==> config.mk <==
export PLATFORM = sky130hd
export DESIGN_NAME = lavb_fifo
export DESIGN_NICKNAME = d
export VERILOG_FILES = /design/src/rtl/core/lavb_fifo.sv
export SDC_FILE = /design/constraint.sdc
export NUM_CORES = 1
export LEC_CHECK = 0
export BUFFER_PORTS_ARGS = -buffer_cell sky130_fd_sc_hd__buf_4
export CAP_MARGIN = 25
export CORE_MARGIN = 1.5
export CORE_UTILIZATION = 40
export DETAILED_ROUTE_END_ITERATION = 8
export GPL_ROUTABILITY_DRIVEN = 0
export PLACE_DENSITY = 0.68
export SLEW_MARGIN = 20
export SYNTH_ARGS = -nofsm -noshare
export SYNTH_HDL_FRONTEND = slang
export SYNTH_SLANG_ARGS = --single-unit
==> constraint.sdc <==
create_clock -name clk -period 2.57 [get_ports clk]
set_clock_uncertainty 0.1 [all_clocks]
set_input_delay 0.257 -clock clk [delete_from_list [all_inputs] [get_ports clk]]
set_output_delay 0.257 -clock clk [all_outputs]
set_load 0.01 [all_outputs]
==> src/rtl/core/lavb_fifo.sv <==
// lavb_fifo: small register queue, used between front and back and on the result side
// no dependencies
module lavb_fifo #(
  parameter int WIDTH = 8,
  parameter int DEPTH = 2
) (
  input  logic             clk,
  input  logic             rst_n,
  input  logic             push,
  input  logic [WIDTH-1:0] wdata,
  output logic             full,
  input  logic             pop,
  output logic [WIDTH-1:0] rdata,
  output logic             empty
);

  localparam int PTR_W = (DEPTH > 1) ? $clog2(DEPTH) : 1;
  localparam int CNT_W = $clog2(DEPTH + 1);

  logic [WIDTH-1:0] mem_r [DEPTH];
  logic [PTR_W-1:0] wp_r, rp_r;
  logic [CNT_W-1:0] cnt_r;
  logic do_push, do_pop;

  assign full    = (cnt_r == CNT_W'(DEPTH));
  assign empty   = (cnt_r == '0);
  assign do_push = push & ~full;
  assign do_pop  = pop & ~empty;
  assign rdata   = mem_r[rp_r];

  // pointers and fill count
  always_ff @(posedge clk) begin
    if (!rst_n) begin
      wp_r  <= '0;
      rp_r  <= '0;
      cnt_r <= '0;
    end else begin
      if (do_push) begin
        wp_r <= (wp_r == PTR_W'(DEPTH - 1)) ? '0 : wp_r + 1'b1;
      end
      if (do_pop) begin
        rp_r <= (rp_r == PTR_W'(DEPTH - 1)) ? '0 : rp_r + 1'b1;
      end
      if (do_push && !do_pop) begin
        cnt_r <= cnt_r + 1'b1;
      end else if (do_pop && !do_push) begin
        cnt_r <= cnt_r - 1'b1;
      end
    end
  end

  // storage
  always_ff @(posedge clk) begin
    if (do_push) begin
      mem_r[wp_r] <= wdata;
    end
  end

endmodule

== Yosys cells after proc, flatten, opt, wreduce, memory -nomap -nowiden ==
Memories as Yosys holds them, arrays and structs flattened. A register that Yosys moved wholly into a read port is not among the register bits.
Cells that the tools add are included.

* Register bits after elaboration: 4
* Bits in writable memories: 16
* Input port bits: 12
* Output and inout port bits: 10
* Word-level logic and storage cells: 27
* Memories kept: 1

* $add $sub $neg: 4
* Equal/unequal tests: 1
* Multiplexer cells: 8
* Bitwise operators: 4
* Reductions and logical operators: 6

{| class="wikitable"
|+ Memory list
! memory !! depth !! width !! rd ports !! clocked after Yosys merged registers in !! wr ports !! RTL line !! source
|-
| mem_r || 2 || 8 || 1 || 1 || 1 || 20 || <nowiki>logic [WIDTH-1:0] mem_r [DEPTH];</nowiki>
|}

{| class="wikitable"
|+ Operators with widths
! kind !! count
|-
| $mux 1 || 6
|-
| $mux 2 || 2
|-
| $add 1x1->1 const B || 2
|-
| $add 2x1->2 const B || 1
|-
| $and 1x1->1 || 2
|-
| $eq 2x2->1 const B || 1
|-
| $logic_and 1x1->1 || 2
|-
| $logic_not 1->1 || 2
|-
| $logic_not 2->1 || 1
|-
| $not 1->1 || 2
|-
| $reduce_bool 2->1 || 1
|-
| $sub 2x1->2 const B || 1
|}

== Depth between registers and ports, before layout ==
* Depth in word-level cells: 7
* Mapped depth: 7
* Mapped depth without buffers: 7

== Worst setup path before layout ==
Ideal clock, no wire load.

* Path type: register to register
* Start point: register cnt_r[0]
* End point: register cnt_r[1]
* Setup time: 70 ps
* Data arrival time: 1,401 ps
* Required time: 2,400 ps
* Setup slack: 999 ps
* Stages on the path, launching flop included: 7
* Buffers on the path: 0
* Period minus slack after synthesis: 1,571 ps
* Path through: dfxtp_1 > nand2b_1 > inv_2 > nor2_1 > ha_1 > or3_1 > a21boi_1

* Longest elaborated chain between the ends: 6
* Elaborated cells on any way between the ends: 15
* Classes of those cells: add/sub (2); eq/ne (1); mux (2); bitwise (4); reduce/logical (6)

{| class="wikitable"
|+ Ends and longest elaborated chain
! item !! RTL line !! source
|-
| start, declared || 22 || <nowiki>logic [CNT_W-1:0] cnt_r;</nowiki>
|-
| start signal, assigned || 45 || <nowiki>cnt_r <= cnt_r + 1'b1;</nowiki>
|-
| start signal, assigned || 47 || <nowiki>cnt_r <= cnt_r - 1'b1;</nowiki>
|-
| $eq 2x2->1 (*) || 25 || <nowiki>assign full = (cnt_r == CNT_W'(DEPTH));</nowiki>
|-
| via full || 11 || <nowiki>output logic full,</nowiki>
|-
| $not 1->1 (*) || 27 || <nowiki>assign do_push = push & ~full;</nowiki>
|-
| $and 1x1->1 (*) || 27 ||
|-
| $logic_not 1->1 || 46 || <nowiki>end else if (do_pop && !do_push) begin</nowiki>
|-
| $logic_and 1x1->1 || 46 ||
|-
| $reduce_bool 2->1 (no line) || -- ||
|}

Mark *: on every way through the listed nets, which the timed path passes. The rest lies on a longest branch. The select of a mux whose other input is x is not followed.
A chain may end at the register's enable or synchronous reset.

==> impl_metrics.toml <==
[grt]
grtUsageTotal_pct = 11.3
grt_pass1_vias = 400
antenna_found_initial = 0
grt_max_degree = 13
grt_pass1_wl_um = 1670
grt-ovfl-total = 0

[critical_path]
critPathRequiredTime_ps = 2210
critPathBufInv = 1
start_kind = "register"
crit_path_max_incr_delay_ps = 550
cp_top_family = "flip-flops"
crit_arrival_ps = 1370
crit_slowest_cell = "dfxtp_1"
r2r_cells = 6
reg2reg_slack_ps = 910
criticalPathCategory = "reg2out"
end_kind = "output pin"
r2r_end = "cnt_r[1]$_SDFFE_PN0P_"
critPathMaxFanout = 8
cp_cell_sequence = "mux2_2, buf_4"
r2r-start = "cnt_r[0]$_SDFFE_PN0P_"

[synthesis]
ys_ff_latch = 21
synth_top_family_by_area = "multiplexers"
ys_seq_area_share_pct = 71.7
synth_compound_area_share_pct = 4.02
synth_fa_ha_area_share_pct = 1.55
syn_inst = 50
synth_area_um2 = 810
synthDistinctLibCells = 20
ys_warn_count = 0
syn_nets = 63
muxShareOfSynthArea_pct = 11.1
yosys.area_share.simple_pct = 6.80
synthXorXnorAreaFrac_pct = 3.25
postSynthAreaPerCell_um2 = 16.2

[routing]
first_iter_violations = 1
viasPerCell = 4.60
drc = 0
final_antenna_net_count = 0
wirelength_um = 1130
drt_first_pass_iters = 2
vias = 465
wire_per_inst_um = 11.1

[cts]
hold_buffers = 0
postCtsSetupBuffers = 0
clk_pin_slew_ps = 110
clkSinkCount = 21
htree_levels = 1
cts_tree = "done"
cts.repair.resized = 0
numCtsBuffers = 3
clk_latency_ps = 300
cts_root_buf = "clkbuf_4"
cts_buffer_depth = 2

[timing]
max_slew_margin_pct = 55.6
whs_ps = 34.1
max_freq_mhz = 578
worst_pin_slew_ps = 663
fin_setup_tns_ps = 0
report.final.slew_viol_count = 0
finalCriticalPeriod_ps = 1730
setup_ws_ps = 840
period_share_pct = 67.3
final_hold_viol_count = 0
finalSetupViolations = 0
rsz0062_at_grt = "false"

[hold_path]
hp-class = "in2reg"
hold_end = "mem_r[0][5]$_DFFE_PP_"
worstHoldPathCells = 1
min_from = "wdata[5]"

[final_layout]
area.growth.synth_to_final_pct = 26.4
diodes = 0
drive_gt1_share_pct = 47.3
fin_nets = 88
final_cells = 101

[power]
vdd_drop_max_uv = 500
p_leak_nw = 0.399
seq_power_share_pct = 50.5
switchingPower_w = 0.000272
powerDensity_nw_per_um2 = 922
pwr-share-comb_pct = 33.3
pwr-share-clk_pct = 16.3
p_int_w = 0.000672
sw_frac_of_total_pct = 28.8

[die]
die_area_um2 = 2300
dieWidth_um = 48.0
rows = 16
initial_core_util_pct = 41.7
ios = 22
fp.dieH_um = 48.0
core_region_area_um2 = 1940

[placed_design]
dp_hpwl_um = 834
numPortBuffers = 21
placedCellCount = 97
post-place-ws_ps = 929

[status]
outcome = "finished, final reports clean"

[job]
cap_violations = 0
## worst register-to-register path, cell delays in order (launching register included)
cell	delay [ps]
dfxtp_1	420
nand2b_1	180
inv_2	60
nor2_1	90
ha_1	260
or3_1	350
a21boi_1	140
## routing by layer
metal  vias up  GRT usage [%]  wire length [um]
met5         -              0                 0
met4         0           8.11                23
met3         3           3.77                80
met2        16           18.4               581
met1       217           12.2               442
li1        229              -                 -
## stage by stage
step	total power [W]	area (um2)	utilization, %
floorplan	0.000678	810	-
global placement	0.000799	996	51.3
detailed placement	0.000803	996	51.3
CTS	0.000959	1020	52.7
global route	0.00101	1020	52.7
finish	0.000944	1020	52.7
## kinds of logic (layout without fill, tap and decap cells)
| family | after synthesis | in the layout |
|---|---|---|
| muxes | 8 | 8 |
| xor gates and xnor gates | 3 | 3 |
| buffers and inverters | 3 | 27 |
| adders and majority gates | 1 | 1 |
| and+or+nand+nor | 9 | 9 |
| AOI/OAI and AO/OA | 5 | 5 |
| DFF | 21 | 21 |
## flip-flops by register name, summed over array words and instances, names as in the netlist, named ones only
register	cells
rp_r	1
wp_r	1
mem_r	16
cnt_r	2
## how the worst max path moves through the flow
stage,cells past startpoint,slack (ps),start,to
final,2,840,register,rdata[3]
after global placement,6,980,cnt_r[0]$_SDFFE_PN0P_,cnt_r[1]$_SDFFE_PN0P_
after detailed placement,6,930,cnt_r[0]$_SDFFE_PN0P_,cnt_r[1]$_SDFFE_PN0P_
after global routing,2,750,register,rdata[7]
after floorplan,6,1000,cnt_r[0]$_SDFFE_PN0P_,cnt_r[1]$_SDFFE_PN0P_
after CTS,2,810,register,rdata[3]
## Yosys cell counts
| cell type | n | area share (%) |
|---|---|---|
| nand2b_1 | 1 | 0.77 |
| o21ai_1 | 1 | 0.62 |
| edfxtp_1 | 16 | 59 |
| o21a_1 | 1 | 0.93 |
| dfxtp_1 | 5 | 12 |
| a21boi_0 | 1 | 0.93 |
| inv_1 | 1 | 0.46 |
| nor3_2 | 1 | 1.2 |
| nor2_1 | 2 | 0.93 |
| ha_1 | 1 | 1.5 |
| xnor2_1 | 2 | 2.2 |
| or3_1 | 1 | 0.77 |
| xor2_1 | 1 | 1.1 |
| o21ai_0 | 1 | 0.62 |
| and3_1 | 1 | 0.77 |
| mux2_2 | 8 | 11 |
| a21boi_1 | 1 | 0.93 |
| and2_1 | 3 | 2.3 |
| buf_2 | 1 | 0.62 |
| inv_2 | 1 | 0.46 |
## power groups by stage
| stage | sequential (W) | clock [W] | combinational, W |
|---|---|---|---|
| after global routing | 0.000485 | 0.000172 | 0.000348 |
| after global placement | 0.000486 | 0 | 0.000314 |
| after detailed placement | 0.000486 | 0 | 0.000317 |
| after floorplan | 0.000463 | 0 | 0.000215 |
| final | 0.000477 | 0.000153 | 0.000314 |
| after CTS | 0.000478 | 0.000162 | 0.000319 |
## final cells by class
cell class / instances / area, um2
clock inverter: 1 / 5.00
timing repair buffer: 21 / 158
tap: 27 / 33.8
fill: 167 / 918
multi-input combinational: 26 / 216
sequential: 21 / 581
clock buffer: 3 / 22.5
inverter: 2 / 7.51
## cell usage in the layout, fill, tap and decap left out
master | netlist | final
a21boi_0 | 1 | 1
a21boi_1 | 1 | 1
and2_1 | 3 | 3
and3_1 | 1 | 1
buf_4 | 0 | 21
clkbuf_4 | 0 | 3
clkinv_2 | 0 | 1
dfxtp_1 | 5 | 5
edfxtp_1 | 16 | 16
ha_1 | 1 | 1
inv_1 | 1 | 1
inv_2 | 1 | 1
mux2_2 | 8 | 8
nand2b_1 | 1 | 1
nor2_1 | 2 | 2
nor3_2 | 1 | 1
o21a_1 | 1 | 1
o21ai_0 | 1 | 1
o21ai_1 | 1 | 1
or3_1 | 1 | 1
xnor2_1 | 2 | 2
xor2_1 | 1 | 1
(Power assumes the default switching activity.)
