File: src/rtl/core/lavb_pkg.sv
// lavb_pkg: shared types, codes and helper functions for the look-at view basis block
// no dependencies; imported by every module of the block but lavb_fifo
package lavb_pkg;

  localparam int VAL_W = 32;
  localparam int DIF_W = VAL_W + 1;
  localparam int ACC_W = 64;
  localparam int CFG_IDX_W = 4;
  localparam int TERM_CNT_W = 4;
  localparam logic [TERM_CNT_W-1:0] CROSS_TERMS = 4'd6;
  localparam logic [TERM_CNT_W-1:0] TRANS_TERMS = 4'd9;

  typedef logic signed [VAL_W-1:0] val_t;
  typedef val_t [2:0] vec3_t;
  typedef logic signed [DIF_W-1:0] dif_t;
  typedef dif_t [2:0] dvec3_t;
  typedef logic signed [ACC_W-1:0] acc_t;
  typedef acc_t [2:0] avec3_t;

  // configuration register indexes
  typedef enum logic [CFG_IDX_W-1:0] {
    REG_UP_X = 4'd0,
    REG_UP_Y = 4'd1,
    REG_UP_Z = 4'd2
  } cfg_reg_t;

  // result row kinds
  typedef enum logic [2:0] {
    ROW_X  = 3'd0,
    ROW_Y  = 3'd1,
    ROW_Z  = 3'd2,
    ROW_TR = 3'd3,
    ROW_UP = 3'd4,
    ROW_BB = 3'd5
  } row_kind_t;

  // back end sequencer states and program steps
  typedef enum logic [2:0] {
    BK_IDLE, BK_ERR, BK_NSTART, BK_NWAIT, BK_MAC, BK_EMIT
  } bk_state_t;

  typedef enum logic [2:0] {
    STP_NZ, STP_CX, STP_NX, STP_CY, STP_NY, STP_TR, STP_NU, STP_CB
  } step_t;

  // normalize unit states
  typedef enum logic [2:0] {
    NM_IDLE, NM_SHIFT, NM_SQ, NM_SQRT, NM_DIV, NM_DONE
  } nm_state_t;

  // one classified input item, as queued between front and back
  typedef struct packed {
    vec3_t  eye;
    dvec3_t dir;
    vec3_t  up;
    logic   bad;
  } job_t;

  // one result row
  typedef struct packed {
    row_kind_t kind;
    vec3_t     vec;
    logic      bad_input;
    logic      last_row;
  } row_t;

  typedef struct packed {
    logic   start;
    avec3_t src;
  } norm_req_t;

  typedef struct packed {
    logic  done;
    vec3_t res;
  } norm_rsp_t;

  // one product term of a multiply-accumulate sequence
  typedef struct packed {
    logic [1:0] dest;
    logic [1:0] ia;
    logic [1:0] ib;
    logic       neg;
  } term_t;

  // cross product a x b, two terms per component
  function automatic term_t cross_term(input logic [TERM_CNT_W-1:0] cnt);
    term_t t;
    t = '0;
    unique case (cnt)
      4'd0: t = '{dest: 2'd0, ia: 2'd1, ib: 2'd2, neg: 1'b0};
      4'd1: t = '{dest: 2'd0, ia: 2'd2, ib: 2'd1, neg: 1'b1};
      4'd2: t = '{dest: 2'd1, ia: 2'd2, ib: 2'd0, neg: 1'b0};
      4'd3: t = '{dest: 2'd1, ia: 2'd0, ib: 2'd2, neg: 1'b1};
      4'd4: t = '{dest: 2'd2, ia: 2'd0, ib: 2'd1, neg: 1'b0};
      4'd5: t = '{dest: 2'd2, ia: 2'd1, ib: 2'd0, neg: 1'b1};
      default: t = '0;
    endcase
    return t;
  endfunction

  // three dot products, one axis per destination
  function automatic term_t trans_term(input logic [TERM_CNT_W-1:0] cnt);
    term_t t;
    t = '0;
    unique case (cnt)
      4'd0: t = '{dest: 2'd0, ia: 2'd0, ib: 2'd0, neg: 1'b0};
      4'd1: t = '{dest: 2'd0, ia: 2'd1, ib: 2'd1, neg: 1'b0};
      4'd2: t = '{dest: 2'd0, ia: 2'd2, ib: 2'd2, neg: 1'b0};
      4'd3: t = '{dest: 2'd1, ia: 2'd0, ib: 2'd0, neg: 1'b0};
      4'd4: t = '{dest: 2'd1, ia: 2'd1, ib: 2'd1, neg: 1'b0};
      4'd5: t = '{dest: 2'd1, ia: 2'd2, ib: 2'd2, neg: 1'b0};
      4'd6: t = '{dest: 2'd2, ia: 2'd0, ib: 2'd0, neg: 1'b0};
      4'd7: t = '{dest: 2'd2, ia: 2'd1, ib: 2'd1, neg: 1'b0};
      4'd8: t = '{dest: 2'd2, ia: 2'd2, ib: 2'd2, neg: 1'b0};
      default: t = '0;
    endcase
    return t;
  endfunction

  // step that follows a normalize or multiply-accumulate step
  function automatic step_t next_step(input step_t s);
    step_t n;
    n = STP_NZ;
    unique case (s)
      STP_NZ: n = STP_CX;
      STP_CX: n = STP_NX;
      STP_NX: n = STP_CY;
      STP_CY: n = STP_NY;
      STP_NY: n = STP_TR;
      STP_TR: n = STP_NU;
      STP_NU: n = STP_CB;
      STP_CB: n = STP_NZ;
      default: n = STP_NZ;
    endcase
    return n;
  endfunction

endpackage

File: src/rtl/core/lavb_front.sv
// lavb_front: up-vector registers, view direction and bad-input classification
// depends on lavb_pkg
module lavb_front import lavb_pkg::*; #(
  parameter int FRAC_BITS = 16
) (
  input  logic                 clk,
  input  logic                 rst_n,
  input  logic                 cfg_we,
  input  logic [CFG_IDX_W-1:0] cfg_index,
  input  logic [VAL_W-1:0]     cfg_data,
  input  val_t                 eye_x,
  input  val_t                 eye_y,
  input  val_t                 eye_z,
  input  val_t                 target_x,
  input  val_t                 target_y,
  input  val_t                 target_z,
  output job_t                 job
);

  localparam val_t UP_Y_RST = val_t'(1 << FRAC_BITS);

  vec3_t  up_r;
  dvec3_t dir;

  // up hint registers, world up after reset
  always_ff @(posedge clk) begin
    if (!rst_n) begin
      up_r <= {val_t'(0), UP_Y_RST, val_t'(0)};
    end else if (cfg_we) begin
      unique case (cfg_index)
        REG_UP_X: up_r[0] <= val_t'(cfg_data);
        REG_UP_Y: up_r[1] <= val_t'(cfg_data);
        REG_UP_Z: up_r[2] <= val_t'(cfg_data);
        default: ;
      endcase
    end
  end

  // view direction, one bit wider than the inputs
  assign dir[0] = dif_t'(target_x) - dif_t'(eye_x);
  assign dir[1] = dif_t'(target_y) - dif_t'(eye_y);
  assign dir[2] = dif_t'(target_z) - dif_t'(eye_z);

  // classified item
  assign job.eye = {eye_z, eye_y, eye_x};
  assign job.dir = dir;
  assign job.up  = up_r;
  assign job.bad = (dir == '0) || (up_r == '0);

endmodule

File: config.mk
export PLATFORM = sky130hd
export DESIGN_NAME = lavb_front
export DESIGN_NICKNAME = d
export VERILOG_FILES = /design/src/rtl/core/lavb_pkg.sv /design/src/rtl/core/lavb_front.sv
export SDC_FILE = /design/constraint.sdc
export NUM_CORES = 1
export LEC_CHECK = 0
export BUFFER_PORTS_ARGS = -buffer_cell sky130_fd_sc_hd__buf_2
export CAP_MARGIN = 0
export CORE_AREA = 2 2 202 204
export DETAILED_ROUTE_END_ITERATION = 10
export DIE_AREA = 0 0 204 206
export PLACE_DENSITY = 0.58
export SYNTH_ARGS = -nofsm -noshare
export SYNTH_HDL_FRONTEND = slang
export SYNTH_SLANG_ARGS = --single-unit
File: constraint.sdc
create_clock -name clk -period 4.83 [get_ports clk]
set_input_delay 0.483 -clock clk [delete_from_list [all_inputs] [get_ports clk]]
set_output_delay 0.483 -clock clk [all_outputs]
set_load 0.1 [all_outputs]
After elaboration in Yosys (flattened, before gate mapping)
Cells that the tools add are included.
Storage, ports and cells
  output and inout bits: 292
  input bits: 231
  word-level logic and storage cells: 15
  flip-flop bits (word level): 96
Cells by class
  add/subtract/negate cells: 3
  reduce and logical (&&, ||, !) cells: 7
  equality and inequality tests: 2
Operator list (count)
  zero test 99 bit: 1
  subtractor 32 x 32 -> 33 bit: 3
  zero test 96 bit: 1
  AND reduction 2 bit: 3
  equality test 4 x 1 -> 1 bit (second input constant): 1
  equality test 4 x 2 -> 1 bit (second input constant): 1
  zero test 4 bit: 1
  logical OR 1 bit: 1

Longest topological paths before layout
Gate-level depths: netlist (run 1).
  depth in word-level cells: 3
  depth in mapped cells: 13

Least setup slack after synthesis (run 1)
No wires, ideal clock.
  path type: input-to-output
  from: input port target_x[0]
  to: output port job[0] (netlist bit)
  path buffers: 0
  stages on the path: 13
  path slack: -1.594 ns
  arrival time: 5.941 ns
  cells stage by stage: inv_1 > ha_1 > fa_1 > nor2b_1 > o211ai_1 > a21oi_1 > nor4_1 > nor4_1 > a2111o_1 > a211oi_1 > and4b_1 > o2111ai_1 > o21ai_1
RTL lines
  from (decl): line lavb_front.sv:14  | input val_t target_x,
  to (decl): line lavb_front.sv:17  | output job_t job

==> out/qor.yml, run 1 <==
cts:
  clk_latency_ns: 0.34
  clockRootBuffer: "clkbuf_16"
  clkSlewWorstSetupHoldPaths_ns: 0.07
  post_cts_buffers: 0
  clock-sinks: 96
  ctsHoldBuffers: 0
  clockBufferDepth: 2
  cts_buffers: 9
  cts_tree: "done"
  ctsHtreeMaxLevel: 3
  ctsResizeCount: 0
placement:
  dp_hpwl_mm: 42.7
  io_buffer_count: 522
  gp_congestion: 0.950
route:
  wl_per_cell_um: 19.9
  dr.pass1.iters: 5
  antenna_left: 0
  num_vias: 12683
  drtIter0Drc: 840
  finalWirelength_mm: 49.5
  drc: 0
  post_drt_via_cell_ratio: 5.10
worst_hold_path:
  whs_path_depth: 3
  timing.hold.worst.start: "cfg_data[19]"
  holdPathEnd: "job[20]"
  min_path_type: "in -> reg"
setup_path:
  critical_path.reg2reg.endpoint: "job[48]"
  worstSetupStartpointType: "primary input"
  required_ns: 4.35
  reg2reg_from: "job[48]"
  arrival_ns: 4.19
  rrSetupSlack_ns: 4.10
  path_class: "in -> out"
  end_kind: "output pin"
  r2r_cells: 2
  cp_max_fo: 4
finish:
  largest_register_ff_count: 96
  drive_above_1_share_pct: 30.5
  fin_nets: 2275
  area_growth_pct: 25.9
power:
  p_leak_uw: 0.00680
  power_density_nw_per_um2: 351
  ir_drop_mv: 0.248
global_routing:
  grt_start_max_net_pins: 97
  grt_pass1_wl_mm: 71.7
  grt_pass1_vias: 11870
  grt.total_usage_pct: 22.3
  overflow: 0
  antenna_found_initial: 3
sta:
  slew_violations: 0
  skew_ns: 0
  fin_tns_setup_ns: 0
  maxSlewHeadroom_pct: 20.3
  worstMarginPinSlew_ns: 1.20
  fin_crit_ns: 4.67
  post-route-period-util_pct: 96.7
  final-setup-viol-count: 0
  finalHoldViolCount: 0
  fmax_ghz: 0.214
  fin_hold_ws_ns: 0.406
floorplan:
  die_x_um: 204
  coreArea_um2: 40200
  ioPinCount: 523
  initial_utilization_pct: 27.4
  die_h_um: 206
  rows: 74
  die_area_um2: 42000
run_status:
  status: "finished clean"
synthesis:
  ys_async_sr_fraction_pct: 0
  synth_nets: 1896
  synth_most_common_cell: "nand2_1"
  yosys_warnings: 0
  synth_cells: 1566
  synth_commonest_cells: "276 x nand2_1, 120 x inv_1, 99 x a21boi_0"
  synth_edf_count: 0
  netlist_area_um2: 11000
  synth.distinct_cells: 77
  avgSynthCellArea_um2: 7.04
  synth_top_area_share_pct: 17.4
  ys_seq_area_share_pct: 17.4
  yosys_most_used_dff: "dfxtp_1"
  synth_largest_area_cell: "dfxtp_1"
  yosys-top-cells-area: "dfxtp_1 17%, ha_1 11%, nand2_1 9.4%, a21boi_0 6.7%, buf_4 6.5%"
  ys_ff_latch: 96
run:
  max-cap-violations: 0
==> cell type report <==
class	instances	area, um^2
multi-input cells	1183	7770
flip-flops and latches	96	1920
diodes	4	10.0
inverters	120	450
clock buffers	9	225
well taps	532	666
clock inverters	6	115
repair buffers	535	2730
fillers	4463	26300
==> metrics by stage <==
| step | area, um^2 | utilization [%] | worst slack (ns) | instances | total power (uW) |
|---|---|---|---|---|---|
| 2_1_floorplan | 11100 | - | 0.00860 | 1566 | 3400 |
| 3_3_place_gp | 13500 | 33.7 | 0.226 | 2466 | 4060 |
| 3_5_place_dp | 13500 | 33.7 | 0.192 | 2466 | 4060 |
| 4_1_cts | 13900 | 34.5 | 0.173 | 2481 | 4880 |
| 5_1_grt | 13900 | 34.5 | -0.0186 | 2484 | 5040 |
| 6_report | 13900 | 34.6 | 0.159 | 2485 | 4870 |
==> report_power, final <==
part	internal, uW	switching (uW)
logic	629	2610
registers	801	8.73
clock network	507	311
==> cells in the final DEF, fill, tap and decap left out, drive strengths merged, types with 5 or more instances in the layout <==
master / synthesis / layout
dfxtp: 96 / 96
buf: 98 / 535
or4: 6 / 6
a21oi: 94 / 94
ha: 96 / 96
nand2: 276 / 276
a211oi: 19 / 19
nor2b: 18 / 18
and3: 18 / 18
or2: 5 / 5
o31a: 7 / 7
o21a: 22 / 22
mux2i: 5 / 5
inv: 120 / 122
o2111ai: 5 / 5
nand3: 28 / 28
clkbuf: 69 / 9
or3: 12 / 12
a211o: 7 / 7
nor3: 28 / 28
nand2b: 11 / 11
o21ai: 55 / 55
o211ai: 9 / 9
o21bai: 7 / 7
nor2: 82 / 82
o221ai: 5 / 5
xnor2: 46 / 46
xor2: 23 / 23
a21boi: 100 / 100
nand4: 30 / 30
and2: 19 / 19
a21o: 37 / 37
nor4: 35 / 35
a31oi: 10 / 10
==> cells by family after synthesis <==
family / synth area share (%)
compound gates: 27.0
xor+xnor: 5.48
fa+ha+maj: 11.4
buf+inv: 13.1
flops: 17.4
mux: 0.454
simple gates: 25.1
==> worst max-delay path by stage <==
stage                            from      to  slack [ns]
after floorplan             eye_x[17]  job[0]       0.009
after global placement    target_z[0]  job[0]        0.23
after detailed placement     eye_x[0]  job[0]        0.19
after CTS                    eye_x[0]  job[0]        0.17
after global routing      target_x[0]  job[0]       -0.02
final                        eye_z[0]  job[0]        0.16
==> layer usage <==
metal / routed length, um / share of wire (%) / track usage, %
met5: 0 / 0 / 0
met4: 1100 / 2.2 / 5.23
met3: 3100 / 6.3 / 3.26
met2: 23700 / 48 / 38.9
met1: 21600 / 44 / 28.7
==> worst max-delay path: stages <==
cell and delay (ns):
buf_2 0.11, ha_1 0.22, fa_1 0.40, nor2b_1 0.22, o2111ai_2 0.21, a21oi_2 0.23, nor2b_2 0.07, xnor2_2 0.13
or4_1 0.53, or4b_1 0.56, nor4_1 0.28, buf_4 0.17, o2111ai_1 0.16, o21ai_4 0.20, buf_12 0.20
Power figures use the tool's default switching activity.
==> run 2, diff against run 1 <==
- BUFFER_PORTS_ARGS: -buffer_cell sky130_fd_sc_hd__buf_2 -> unset
- DONT_BUFFER_PORTS: unset -> 1
- PLACE_DENSITY: 0.58 -> 0.47
==> run 2 against run 1 <==
  * Critical path depth decreased by 1
  * Maximum frequency increased by 2.9%
  * Register-to-register slack got worse by 0.72 ns
  * Sequential share of layout area increased by 1.6 points
  * Utilization decreased by 3.5 points
  * Worst hold slack got worse by 0.14 ns
  * Clock-buffer cell count increased by 1
  * Die area unchanged
  * Cell count decreased by 17%
  * Critical endpoint unchanged
  * Largest power group unchanged
==> out/qor.yml, run 2 (same netlist as run 1, synthesis figures left out) <==
route:
  antenna_left: 0  # unchanged
  drtIter0Drc: 626  # -25%
  post_drt_via_cell_ratio: 5.28  # +3.4%
  finalWirelength_mm: 45.0  # -9.2%
  num_vias: 10836  # -15%
  drc: 0  # unchanged
  dr.pass1.iters: 5  # unchanged
  wl_per_cell_um: 21.9  # +10%
power:
  combinationalPowerShare_pct: 65.1  # -1.5 points
  ir_drop_mv: 0.211  # -15%
  netSwitchingFraction_pct: 57.9  # -2.3 points
  p_int_uw: 1870  # -3.6%
  pwr-share-seq_pct: 20.0  # +3.4 points
  p_sw_uw: 2570  # -12%
  power_density_nw_per_um2: 355  # +1.4%
  power_uw: 4430  # -8.9%
  clock_power_share_pct: 15.0  # -1.8 points
  p_leak_uw: 0.00529  # -22%
cts:
  cts_tree: "done"
  clockRootBuffer: "clkbuf_16"
  clock-sinks: 96  # unchanged
  ctsHtreeMaxLevel: 3  # unchanged
  post_cts_buffers: 0  # unchanged
  cts_buffers: 9  # unchanged
  clockBufferDepth: 2  # unchanged
  clkSlewWorstSetupHoldPaths_ns: 0.07  # about the same
  clk_latency_ns: 0.33  # about the same
floorplan:
  coreArea_um2: 40200  # unchanged
  die_area_um2: 42000  # unchanged
  die_x_um: 204  # unchanged
  rows: 74  # unchanged
  ioPinCount: 523  # unchanged
  die_h_um: 206  # unchanged
  initial_utilization_pct: 27.4  # unchanged
run_status:
  status: "finished clean"
sta:
  rsz0062_at_grt: "false"
  maxSlewHeadroom_pct: 18.9  # -1.4 points
  slew_violations: 0  # unchanged
  fin_tns_setup_ns: 0  # unchanged
  fin_crit_ns: 4.54  # -0.130 ns
  fin_hold_ws_ns: 0.269  # -0.138 ns
  skew_ns: 0  # unchanged
  finalHoldViolCount: 0  # unchanged
  fmax_ghz: 0.220  # +2.9%
  worstMarginPinSlew_ns: 1.21  # +0.0176 ns
  timing.final.ws_setup_ns: 0.288  # +0.130 ns
  post-route-period-util_pct: 94.0  # -2.7 points
  final-setup-viol-count: 0  # unchanged
worst_hold_path:
  whs_path_depth: 2  # -1
  holdPathEnd: "job[49]"
  timing.hold.worst.start: "cfg_data[16]"
  min_path_type: "in -> reg"
setup_path:
  reg2reg_from: "job[63]"
  critical_path.reg2reg.endpoint: "job[63]"
  required_ns: 4.35  # about the same
  end_kind: "output pin"
  path_class: "in -> out"
  arrival_ns: 4.06  # -0.13 ns
  cp_max_fo: 4  # unchanged
  rrSetupSlack_ns: 3.38  # -0.72 ns
  worstSetupStartpointType: "primary input"
  r2r_cells: 2  # unchanged
placement:
  dp_cells: 2035  # -17%
  pre_cts_slack_ns: 0.209  # +0.0169 ns
  io_buffer_count: 0  # -100%
  dp_hpwl_mm: 38.6  # -9.7%
  gp_congestion: 0.941  # -0.95%
global_routing:
  grt.total_usage_pct: 20.3  # -1.9 points
  antenna_found_initial: 3  # unchanged
  overflow: 0  # unchanged
  grt_pass1_vias: 10589  # -11%
  grt_start_max_net_pins: 97  # unchanged
  grt_pass1_wl_mm: 65.3  # -8.9%
finish:
  fin_nets: 1844  # -19%
  fin_cells: 2053  # -17%
  area_growth_pct: 13.1
  largest_register_ff_count: 96  # unchanged
  layout_common_cells: "276 x nand2_1, 120 x inv_1, 99 x a21boi_0, 99 x buf_4"
  layout_commonest_cell: "nand2_1"
  drive_above_1_share_pct: 15.2  # -15 points
  nFillCells: 4397  # -1.5%
run:
  max-cap-violations: 0  # unchanged
## run 2: worst max-delay path, stage by stage
cell       delay (ns)
inv_1            0.02
ha_1             0.20
fa_1             0.44
nor2b_1          0.22
o2111ai_2        0.18
a21oi_2          0.23
nor2b_2          0.08
xnor2_2          0.16
or4_1            0.55
or4b_1           0.52
nor4_1           0.31
o2111ai_1        0.22
o21ai_4          0.24
buf_12           0.20
## run 2: power groups by stage
stage	Sequential [uW]	Clock, uW	Combinational (uW)
5_1_grt	885	707	3020
4_1_cts	885	677	2900
3_3_place_gp	903	0	2890
6_report	885	665	2880
3_5_place_dp	903	0	2880
2_1_floorplan	899	0	2510
## run 2: repair_timing
action	4_1_cts	5_1_grt
hold buffers	0	0
endpoints found under the setup margin	0	1
gates resized for setup	0	1
hold endpoints to repair	0	0
## run 2: area by class of cell
class                      count  area (um^2)  share of cell area, %
clock buffer                  10          229                   1.84
antenna                        3         7.51                 0.0602
multi-input combinational   1183         8280                   66.4
sequential                    96         1920                   15.4
tap                          532          666                   5.34
inverter                     120          450                   3.61
clock inverter                 5         41.3                  0.331
timing repair buffer         104          873                   7.00
## run 2: layer usage
metal	global-route usage [%]	up-vias	part of all wire, %
li1	-	5282	-
met1	26.1	5092	43
met2	33.3	409	46
met3	5.09	53	7.5
met4	6.70	0	2.8
met5	0	-	0
## run 2: worst max-delay path by stage
stage / start / end / depth (start not counted)
global route: target_z[0] / job[0] / 14
detailed placement: target_y[0] / job[0] / 14
floorplan: eye_x[17] / job[0] / 13
global placement: target_y[0] / job[0] / 14
CTS: target_y[0] / job[0] / 14
finish: target_z[0] / job[0] / 14
## run 2: stage by stage
step                      util (%)  instance area, um^2
after floorplan                  -                11100
after global placement        30.3                12200
after detailed placement      30.3                12200
after CTS                     31.0                12500
after global routing          31.0                12500
final                         31.0                12500
